`src/hw/rtl/brbf_pkg.sv`:
```
// Shared types, codes and defaults for the block ring byte FIFO.
// No dependencies; every other file of the block imports this package.
`timescale 1ns / 1ps

package brbf_pkg;

    // Default sizes, handed to the top level parameters
    localparam int DEF_MAX_SLOTS   = 16;
    localparam int DEF_BLOCK_BYTES = 64;

    // Field widths fixed by the item formats
    localparam int DATA_W   = 8;
    localparam int STATUS_W = 2;
    localparam int COUNT_W  = 4;
    localparam int FILL_W   = 7;
    localparam int LOG2_W   = 3;

    // Configuration port
    localparam int CFG_IDX_W  = 2;
    localparam int CFG_DATA_W = 7;
    localparam logic [CFG_IDX_W-1:0] CFG_SLOT_LOG2 = 2'd0;
    localparam logic [CFG_IDX_W-1:0] CFG_PAYLOAD   = 2'd1;

    // Reset values of the configuration registers
    localparam logic [LOG2_W-1:0] RST_SLOT_LOG2 = 3'd4;
    localparam logic [FILL_W-1:0] RST_PAYLOAD   = 7'd64;

    // Command codes
    localparam logic CMD_WRITE = 1'b0;
    localparam logic CMD_READ  = 1'b1;

    // Status codes
    localparam logic [STATUS_W-1:0] ST_OK    = 2'd0;
    localparam logic [STATUS_W-1:0] ST_FULL  = 2'd1;
    localparam logic [STATUS_W-1:0] ST_EMPTY = 2'd2;

    typedef struct packed {
        logic              command;
        logic [DATA_W-1:0] write_data;
        logic              write_last;
    } t_in_item;

    typedef struct packed {
        logic [STATUS_W-1:0] status;
        logic [DATA_W-1:0]   read_data;
        logic [COUNT_W-1:0]  blocks_committed;
    } t_out_item;

    // Configuration as seen by the executor
    typedef struct packed {
        logic [LOG2_W-1:0] slot_log2;
        logic [FILL_W-1:0] payload;
        logic              clear;
    } t_cfg;

endpackage

```
`src/hw/rtl/brbf_front.sv`:
```
// Front end: accepts items and holds them in a two-entry queue.
// Depends on brbf_pkg for the item type.
`timescale 1ns / 1ps

module brbf_front import brbf_pkg::*; (
    input  logic     i_clk,
    input  logic     i_rst_n,
    input  logic     i_in_valid,
    output logic     o_in_ready,
    input  t_in_item i_in_item,
    output logic     o_q_valid,
    input  logic     i_q_ready,
    output t_in_item o_q_item
);

    t_in_item   r_q [2];
    logic       r_wr, r_rd;
    logic [1:0] r_cnt;
    logic       push, pop;

    assign o_in_ready = (r_cnt != 2'd2);
    assign o_q_valid  = (r_cnt != 2'd0);
    assign o_q_item   = r_q[r_rd];
    assign push       = i_in_valid && o_in_ready;
    assign pop        = o_q_valid && i_q_ready;

    always_ff @(posedge i_clk) begin
        if (!i_rst_n) begin
            r_wr  <= 1'b0;
            r_rd  <= 1'b0;
            r_cnt <= 2'd0;
        end else begin
            if (push) begin
                r_wr <= ~r_wr;
            end
            if (pop) begin
                r_rd <= ~r_rd;
            end
            r_cnt <= r_cnt + 2'(push) - 2'(pop);
        end
    end

    // Payload: no reset
    always_ff @(posedge i_clk) begin
        if (push) begin
            r_q[r_wr] <= i_in_item;
        end
    end

endmodule

```
`config.mk`:
```
export PLATFORM = sky130hd
export DESIGN_NAME = brbf_front
export DESIGN_NICKNAME = d
export VERILOG_FILES = /design/src/hw/rtl/brbf_pkg.sv /design/src/hw/rtl/brbf_front.sv
export SDC_FILE = /design/constraint.sdc
export NUM_CORES = 1
export LEC_CHECK = 0
export BUFFER_PORTS_ARGS = -buffer_cell sky130_fd_sc_hd__buf_2
export CORE_UTILIZATION = 25
export CTS_BUF_LIST = sky130_fd_sc_hd__clkbuf_8
export DETAILED_ROUTE_END_ITERATION = 16
export GPL_TIMING_DRIVEN = 0
export PLACE_DENSITY = 0.54
export SETUP_SLACK_MARGIN = 0.02
export SYNTH_ARGS = -nofsm -noshare
export SYNTH_HDL_FRONTEND = slang
export SYNTH_SLANG_ARGS = --single-unit
```
`constraint.sdc`:
```
create_clock -name i_clk -period 2.97 [get_ports i_clk]
set_clock_uncertainty 0.2 [all_clocks]
set_input_delay 0.297 -clock i_clk [delete_from_list [all_inputs] [get_ports i_clk]]
set_output_delay 0.297 -clock i_clk [all_outputs]
set_load 0.01 [all_outputs]
```
Word level (Yosys, flattened, before mapping)
Memories as Yosys holds them, arrays and structs flattened. A register that Yosys moved wholly into a read port is not among the register bits.
Cells that the tools add are included.

storage, ports and cells
  register bits = 4
  bits in writable memories = 20
  input bits = 14
  output and inout bits = 12
  word-level logic and storage cells = 16
  memories kept = 1

memory list
  name  depth  bits a word  rd ports  clocked after Yosys merged registers in  write ports  RTL line          text
  r_q   2      10           1         1                                        1            brbf_front.sv:16  t_in_item r_q [2];

operators by class
  add/subtract/negate cells = 2
  equal/unequal tests = 1
  mux-type cells = 4
  bitwise logic cells = 2
  reductions and logical operators = 3

operator list
  kind                count
  $mux 1              4
  $add 2x1->2         1
  $logic_and 1x1->1   2
  $ne 2x2->1 const B  1
  $not 1->1           2
  $reduce_bool 2->1   1
  $sub 2x1->2         1

Logic depth before layout (Yosys ltp)
Gate-level depths: netlist (run 1).

  depth in word-level cells = 4
  gate-level depth with buffers = 8
  gate-level depth less buffers = 8

Least setup slack after synthesis (run 1)
OpenSTA, ideal clock, no wires.

  kind = reg2reg
  start = register r_cnt[0]
  end = register r_cnt[1]
  library setup time = 0.115 ns
  data arrival time = 1.493 ns
  required time = 2.655 ns
  setup slack = 1.162 ns
  stages on the path, launching flop included = 9
  path buffers = 0
  clock period less this slack = 1.808 ns
  cell sequence = dfxtp_1 -> nand2b_1 -> nand2_1 -> ha_1 -> inv_1 -> ha_1 -> xnor2_1 -> xnor2_1 -> and2_1

on the way
  word-level cells in the longest chain between the ends = 4
  elaborated cells between the ends (all ways) = 6
  classes of those cells = add/sub: 2; eq/ne: 1; reduce/logical: 3

RTL lines
  item                      RTL line          text
  start: declaration        brbf_front.sv:18  logic [1:0] r_cnt;
  start signal: assignment  brbf_front.sv:39  r_cnt <= r_cnt + 2'(push) - 2'(pop);
  $ne 2x2->1                brbf_front.sv:21  assign o_in_ready = (r_cnt != 2'd2);
  via o_in_ready            brbf_front.sv:9   output logic o_in_ready,
  $logic_and 1x1->1         brbf_front.sv:24  assign push = i_in_valid && o_in_ready;
  $add 2x1->2               brbf_front.sv:39
  $sub 2x1->2               brbf_front.sv:39

The timed path passes the listed nets, and every way through them passes these cells.
A chain may end at the register's enable or synchronous reset.

Worst setup path in the final report (run 1)
  start = register r_cnt[0]
  end = memory r_q[0][7] (netlist bit) (enable)

on the way
  word-level cells in the longest chain between the ends = 4

RTL lines
  item                          RTL line          text
  $ne 2x2->1                    brbf_front.sv:21
  $logic_and 1x1->1             brbf_front.sv:24
  $mux 1                        brbf_front.sv:45  if (push) begin
  $mux 1 (not written as such)  brbf_front.sv:46  r_q[r_wr] <= i_in_item;
  end: declaration              brbf_front.sv:16

Every way passes these cells.

==> flow_metrics.py, run 1 <==
metrics = {
    "finish": {
        "finalNetCount": 101,
        "area_growth_pct": 24.1,
        "final_common_cell": "buf_2",
        "nFillCells": 359,
        "final_core_utilization_pct": 32.3,
        "post-route-cell-area_um2": 1180,
        "final_cell_mix": "26 x buf_2, 20 x edfxtp_1, 10 x mux2_2, 5 x dfxtp_1",
        "insertedDiodeCount": 0,
        "post_route_cells_drive_above_1_share_pct": 48.8,
    },
    "critical_path": {
        "worstPathArrival_ns": 1.61,
        "worst_path_max_delay_cell": "nor2_1",
        "cp_num_buf_inv": 0,
        "cp_cell_sequence": "nand2b_1, nand2_1, nor2_1",
        "critical_path.top_delay_family": "simple AND/OR/NAND/NOR gates",
        "crit_fanout": 10,
        "setup.worst_path.class": "flop to flop",
        "r2r-end": "r_q[0][7]$_DFFE_PP_",
        "cp.depth": 3,
        "r2r_start": "r_cnt[0]$_SDFF_PN0_",
        "crit_path_end_kind": "flop",
        "reg2reg_slack_ns": 1.05,
        "cp.required_ns": 2.66,
        "slowest_delay_ns": 0.71,
        "r2r.worst_path.cells": 3,
        "crit_path_start_kind": "flop",
    },
    "synthesis": {
        "netlist_area_um2": 953,
        "syn_avg_cell_area_um2": 17.3,
        "synth_cell_type_count": 16,
        "synth_nets": 71,
        "synth_cells": 55,
        "ys_seq_area_share_pct": 73.5,
        "yosysWarnings": 0,
        "synth.ff_latch_count": 25,
    },
    "timing": {
        "hold_slack_ns": 0.0244,
        "max_freq_mhz": 521,
        "relSlewSlack_pct": 39.4,
        "setup_violations": 0,
        "tns_ns": 0,
        "fin_crit_ns": 1.92,
        "hold_viol": 0,
        "slew_viol_final": 0,
        "post-route-period-util_pct": 64.6,
        "rsz0062_at_grt": "false",
        "worstMarginPinSlew_ns": 0.906,
    },
    "detailed_routing": {
        "drcViolationCount": 0,
        "post_drt_wl_per_cell_um": 11.3,
        "first_pass_iters": 2,
        "finalWirelength_mm": 1.49,
        "vias_per_cell": 3.86,
        "drt_first_iter_violations": 2,
        "ant_nets": 0,
        "via_count": 510,
    },
    "global_route": {
        "busiest_layer": "met2",
        "grt.met3_usage_pct": 3.21,
        "gr-usage-met2_pct": 11.7,
        "gr-total-overflow": 0,
        "grt_use_total_pct": 8.44,
        "grt_pass1_wl_mm": 2.49,
        "gr-usage-met1_pct": 11.0,
        "grt_pass1_vias": 521,
        "antenna_found_initial": 0,
        "grt_max_degree": 14,
    },
    "min_path": {
        "hold_path.class": "input pin to flop",
        "min_from": "i_in_item[8]",
        "holdPathEnd": "r_q[1][8]$_DFFE_PP_",
        "hold_depth": 1,
    },
    "floorplan": {
        "num_io_pins": 26,
        "dieArea_um2": 4060,
        "core_area_um2": 3660,
        "die_w_um": 63.8,
        "die_h_um": 63.8,
        "start_util_pct": 26.0,
        "rows": 22,
    },
    "clock_network": {
        "postCtsSetupRepairBufs": 0,
        "clk_latency_ns": 0.26,
        "clkSlewWorstSetupHoldPaths_ns": 0.08,
        "clock-sinks": 25,
        "cts_buffers": 3,
        "cts_tree": "built",
        "root_buffer": "clkbuf_8",
        "clockBufferDepth": 2,
        "cts_max_level": 1,
        "cts_hold_buf": 0,
        "cts-resized-gates": 0,
    },
    "placement": {
        "hpwlAfterDp_mm": 1.04,
        "placed_area_um2": 1140,
        "port_buffers": 25,
        "gp_congestion": 0.561,
    },
    "pwr": {
        "finalPower_w": 0.000932,
        "power.leakage_nw": 0.462,
        "ir_worst_vdd_uv": 273,
        "power_density_nw_per_um2": 787,
    },
    "status": {
        "outcome": "finished, final reports clean",
    },
    "run": {
        "cap_viol_max_count": 0,
    },
}
-- kinds of logic after synthesis --
group	share of synthesized area, %
simple gates	6.43
mux	12.9
xor+xnor	2.76
flops	73.5
fa+ha+maj	2.62
compound gates	0.919
buf+inv	0.918
-- synth_stat cells --
master / instances / area (um^2)
and2_1: 2 / 12.5
and3_1: 1 / 6.26
buf_2: 1 / 5.00
dfxtp_1: 5 / 100
edfxtp_1: 20 / 601
ha_1: 2 / 25.0
inv_1: 1 / 3.75
mux2_2: 10 / 113
mux2i_1: 1 / 10.0
nand2_1: 2 / 7.51
nand2b_1: 2 / 12.5
nor2_1: 1 / 3.75
nor2b_1: 2 / 12.5
o21a_2: 1 / 8.76
or2_2: 1 / 6.26
xnor2_1: 3 / 26.3
-- layout make-up --
| class | instances | area (um^2) | area share, % |
|---|---|---|---|
| inverters | 1 | 3.75 | 0.317 |
| repair buffers | 25 | 125 | 10.6 |
| well taps | 48 | 60.1 | 5.07 |
| clock inverters | 1 | 3.75 | 0.317 |
| plain buffers | 1 | 5.00 | 0.423 |
| clock buffers | 3 | 41.3 | 3.49 |
| flip-flops and latches | 25 | 701 | 59.2 |
| multi-input cells | 28 | 244 | 20.6 |
-- flip-flops by register name, indices dropped and copies added, names as in the netlist, named ones only --
register and count:
r_q 20, r_rd 1, r_wr 1, r_cnt 2
-- how the worst max path moves through the flow --
| stage | from | endpoint | slack [ns] |
|---|---|---|---|
| 2_1_floorplan | r_cnt[0]$_SDFF_PN0_ | r_cnt[1]$_SDFF_PN0_ | 1.16 |
| 3_5_place_dp | r_cnt[0]$_SDFF_PN0_ | r_q[0][5]$_DFFE_PP_ | 1.03 |
| 6_report | r_cnt[0]$_SDFF_PN0_ | r_q[0][7]$_DFFE_PP_ | 1.05 |
| 4_1_cts | r_cnt[0]$_SDFF_PN0_ | r_q[0][5]$_DFFE_PP_ | 1.01 |
| 3_3_place_gp | r_cnt[0]$_SDFF_PN0_ | r_q[0][3]$_DFFE_PP_ | 1.06 |
| 5_1_grt | r_cnt[0]$_SDFF_PN0_ | r_q[0][7]$_DFFE_PP_ | 0.91 |
-- layer usage --
layer  wire length, um  vias to the layer above
met5                 0                        -
met4                 8                        0
met3               118                        2
met2               684                       17
met1               678                      235
li1                  -                      256
-- metrics by stage --
stage	std cells	setup WS, ns
final	132	1.05
after global routing	132	0.907
after CTS	132	1.01
after detailed placement	128	1.03
after global placement	128	1.06
after floorplan	55	1.16
-- report_power, final --
| part | switching [W] | internal [W] | leakage, nW |
|---|---|---|---|
| Sequential | 0.0000221 | 0.000445 | 0.228 |
| Combinational | 0.000137 | 0.000141 | 0.207 |
| Clock | 0.0000954 | 0.0000921 | 0.0269 |
Power figures use the tool's default switching activity.
==> run 2: changes to the inputs <==
clock period = 1.9 ns   (was 2.97 ns; I/O delays follow)
==> run 2 against run 1 <==
Worst hold slack worse by 0.0081 ns. Routed wire length up 2.7%. Combinational power is 71% higher. Clock-buffer cell count unchanged. Final area increased by 10%. Core utilization grew 3.3 points. Die area unchanged. Register-to-register slack got worse by 0.97 ns. Power up 62%. Global-route usage is the same. Cell count is 7.6% higher. Non-clock buffer count rose by 10. Largest power group unchanged.
==> flow_metrics.py, run 2 (synthesis gave the netlist of run 1 again) <==
metrics = {
    "status": {
        "outcome": "finished, final reports clean",
    },
    "detailed_routing": {
        "finalWirelength_mm": 1.53,
        "first_pass_iters": 2,
        "drcViolationCount": 0,
        "post_drt_wl_per_cell_um": 10.8,
        "via_count": 552,
        "vias_per_cell": 3.89,
        "wl_met3_um": 85,
        "drt-met1-wl_um": 714,
        "ant_nets": 0,
        "highest_layer": "met4",
        "wl_met2_um": 722,
        "drt_first_iter_violations": 1,
    },
    "floorplan": {
        "core_area_um2": 3660,
        "die_w_um": 63.8,
        "num_io_pins": 26,
        "rows": 22,
        "die_h_um": 63.8,
        "dieArea_um2": 4060,
        "start_util_pct": 26.0,
    },
    "critical_path": {
        "cp.required_ns": 1.85,
        "endpoint": "r_cnt[1]$_SDFF_PN0_",
        "crit_top_cell": "ha_1",
        "cp.depth": 7,
        "crit_path_end_kind": "flop",
        "worstPathArrival_ns": 1.77,
        "critical_path.top_delay_family": "adder cells",
        "crit_path_start_kind": "flop",
        "crit_fanout": 4,
        "worstSetupStartpoint": "r_cnt[1]$_SDFF_PN0_",
        "reg2reg_slack_ns": 0.09,
        "cp_num_buf_inv": 1,
        "r2r-end": "r_cnt[1]$_SDFF_PN0_",
        "slowest_delay_ns": 0.36,
        "worst_path_max_delay_cell": "dfxtp_2",
        "setup.worst_path.class": "flop to flop",
        "cp_cell_sequence": "o21a_2, ha_1, inv_1, ha_1, xnor2_2, xnor2_1, and2_1",
        "r2r.worst_path.cells": 7,
        "r2r_start": "r_cnt[1]$_SDFF_PN0_",
    },
    "timing": {
        "hold_viol": 0,
        "worstMarginPinSlew_ns": 0.552,
        "relSlewSlack_pct": 63.1,
        "hold_slack_ns": 0.0163,
        "postLayoutSetupSlackWorst_ns": 0.0857,
        "fin_crit_ns": 1.81,
        "setup_violations": 0,
        "rsz0062_at_grt": "false",
        "slew_viol_final": 0,
        "max_freq_mhz": 551,
        "post-route-period-util_pct": 95.5,
    },
    "global_route": {
        "gr-total-overflow": 0,
        "grt_pass1_wl_mm": 2.50,
        "antenna_found_initial": 0,
        "grt_pass1_vias": 541,
        "grt_max_degree": 14,
        "grt_use_total_pct": 8.44,
    },
    "finish": {
        "insertedDiodeCount": 0,
        "final_common_cell": "buf_2",
        "regMostFlops": "r_q",
        "nFillCells": 352,
        "finalNetCount": 111,
        "largest_reg_flops": 20,
        "area_growth_pct": 37.0,
        "post_route_cells_drive_above_1_share_pct": 50.0,
        "largestRegisters": "r_q: 20 flops, r_cnt: 2 flops",
        "final_cell_mix": "26 x buf_2, 20 x edfxtp_1, 10 x mux2_2, 10 x dlygate4sd3_1",
    },
    "min_path": {
        "hold_depth": 2,
        "hold_path.class": "input pin to flop",
    },
    "run": {
        "cap_viol_max_count": 0,
    },
    "clock_network": {
        "clockBufferDepth": 2,
        "clock-sinks": 25,
        "cts_buffers": 3,
        "clkSlewWorstSetupHoldPaths_ns": 0.08,
        "root_buffer": "clkbuf_8",
        "cts_tree": "built",
        "clk_latency_ns": 0.25,
        "cts_max_level": 1,
    },
    "placement": {
        "port_buffers": 25,
        "hpwlAfterDp_mm": 1.04,
        "dpl_worst_slack_ns": -0.0417,
        "gp_congestion": 0.561,
    },
    "pwr": {
        "ir_worst_vdd_uv": 440,
        "power_density_nw_per_um2": 1150,
        "power.leakage_nw": 0.510,
    },
}
run 2: worst register-to-register path: stages, from the launching register on:
cell	delay [ns]
dfxtp_2	0.36
o21a_2	0.24
ha_1	0.27
inv_1	0.04
ha_1	0.20
xnor2_2	0.14
xnor2_1	0.12
and2_1	0.15
run 2: routing by layer:
layer | GRT usage [%] | vias up
met1 | 11.0 | 255
met4 | 5.11 | 0
met2 | 12.2 | 17
met3 | 2.50 | 2
met5 | 0 | -
li1 | - | 278
run 2: worst min path at each step:
| stage | from | endpoint |
|---|---|---|
| 6_report | i_rst_n | r_cnt[0]$_SDFF_PN0_ |
| 5_1_grt | i_rst_n | r_cnt[1]$_SDFF_PN0_ |
| 4_1_cts | i_rst_n | r_cnt[0]$_SDFF_PN0_ |
| 3_5_place_dp | i_in_item[8] | r_q[0][8]$_DFFE_PP_ |
| 3_3_place_gp | i_in_item[0] | r_q[1][0]$_DFFE_PP_ |
| 2_1_floorplan | i_in_item[0] | r_q[0][0]$_DFFE_PP_ |
run 2: area by class of cell:
class                      instances  area [um^2]  share of cell area (%)
multi-input combinational         28          264                    20.2
tap                               48         60.1                    4.60
inverter                           1         3.75                   0.287
buffer                             1         5.00                   0.383
clock inverter                     1         3.75                   0.287
timing repair buffer              35          225                    17.2
sequential                        25          703                    53.8
clock buffer                       3         41.3                    3.16
run 2: report_power, final:
| part | internal (W) | switching, W | total [W] |
|---|---|---|---|
| registers | 0.000699 | 0.0000428 | 0.000742 |
| logic | 0.000255 | 0.000221 | 0.000476 |
| clock network | 0.000144 | 0.000145 | 0.000289 |
run 2: per-stage QoR:
stage	util, %	power (W)	cells	area (um^2)	setup TNS (ns)
final	35.7	0.00151	142	1310	0
after global routing	35.7	0.00162	142	1310	0
after CTS	35.1	0.00150	142	1290	0
after detailed placement	31.1	0.00119	128	1140	-0.414
after global placement	31.1	0.00117	128	1140	-0.0816
after floorplan	-	0.00104	55	953	0
run 2: repair_timing:
action                                  in CTS  in global routing
pin swaps                                    0                  0
hold endpoints to repair                    20                  0
endpoints found under the setup margin      10                  1
gates resized for setup                      1                  5
hold buffers                                10                  0
setup buffers                                0                  0
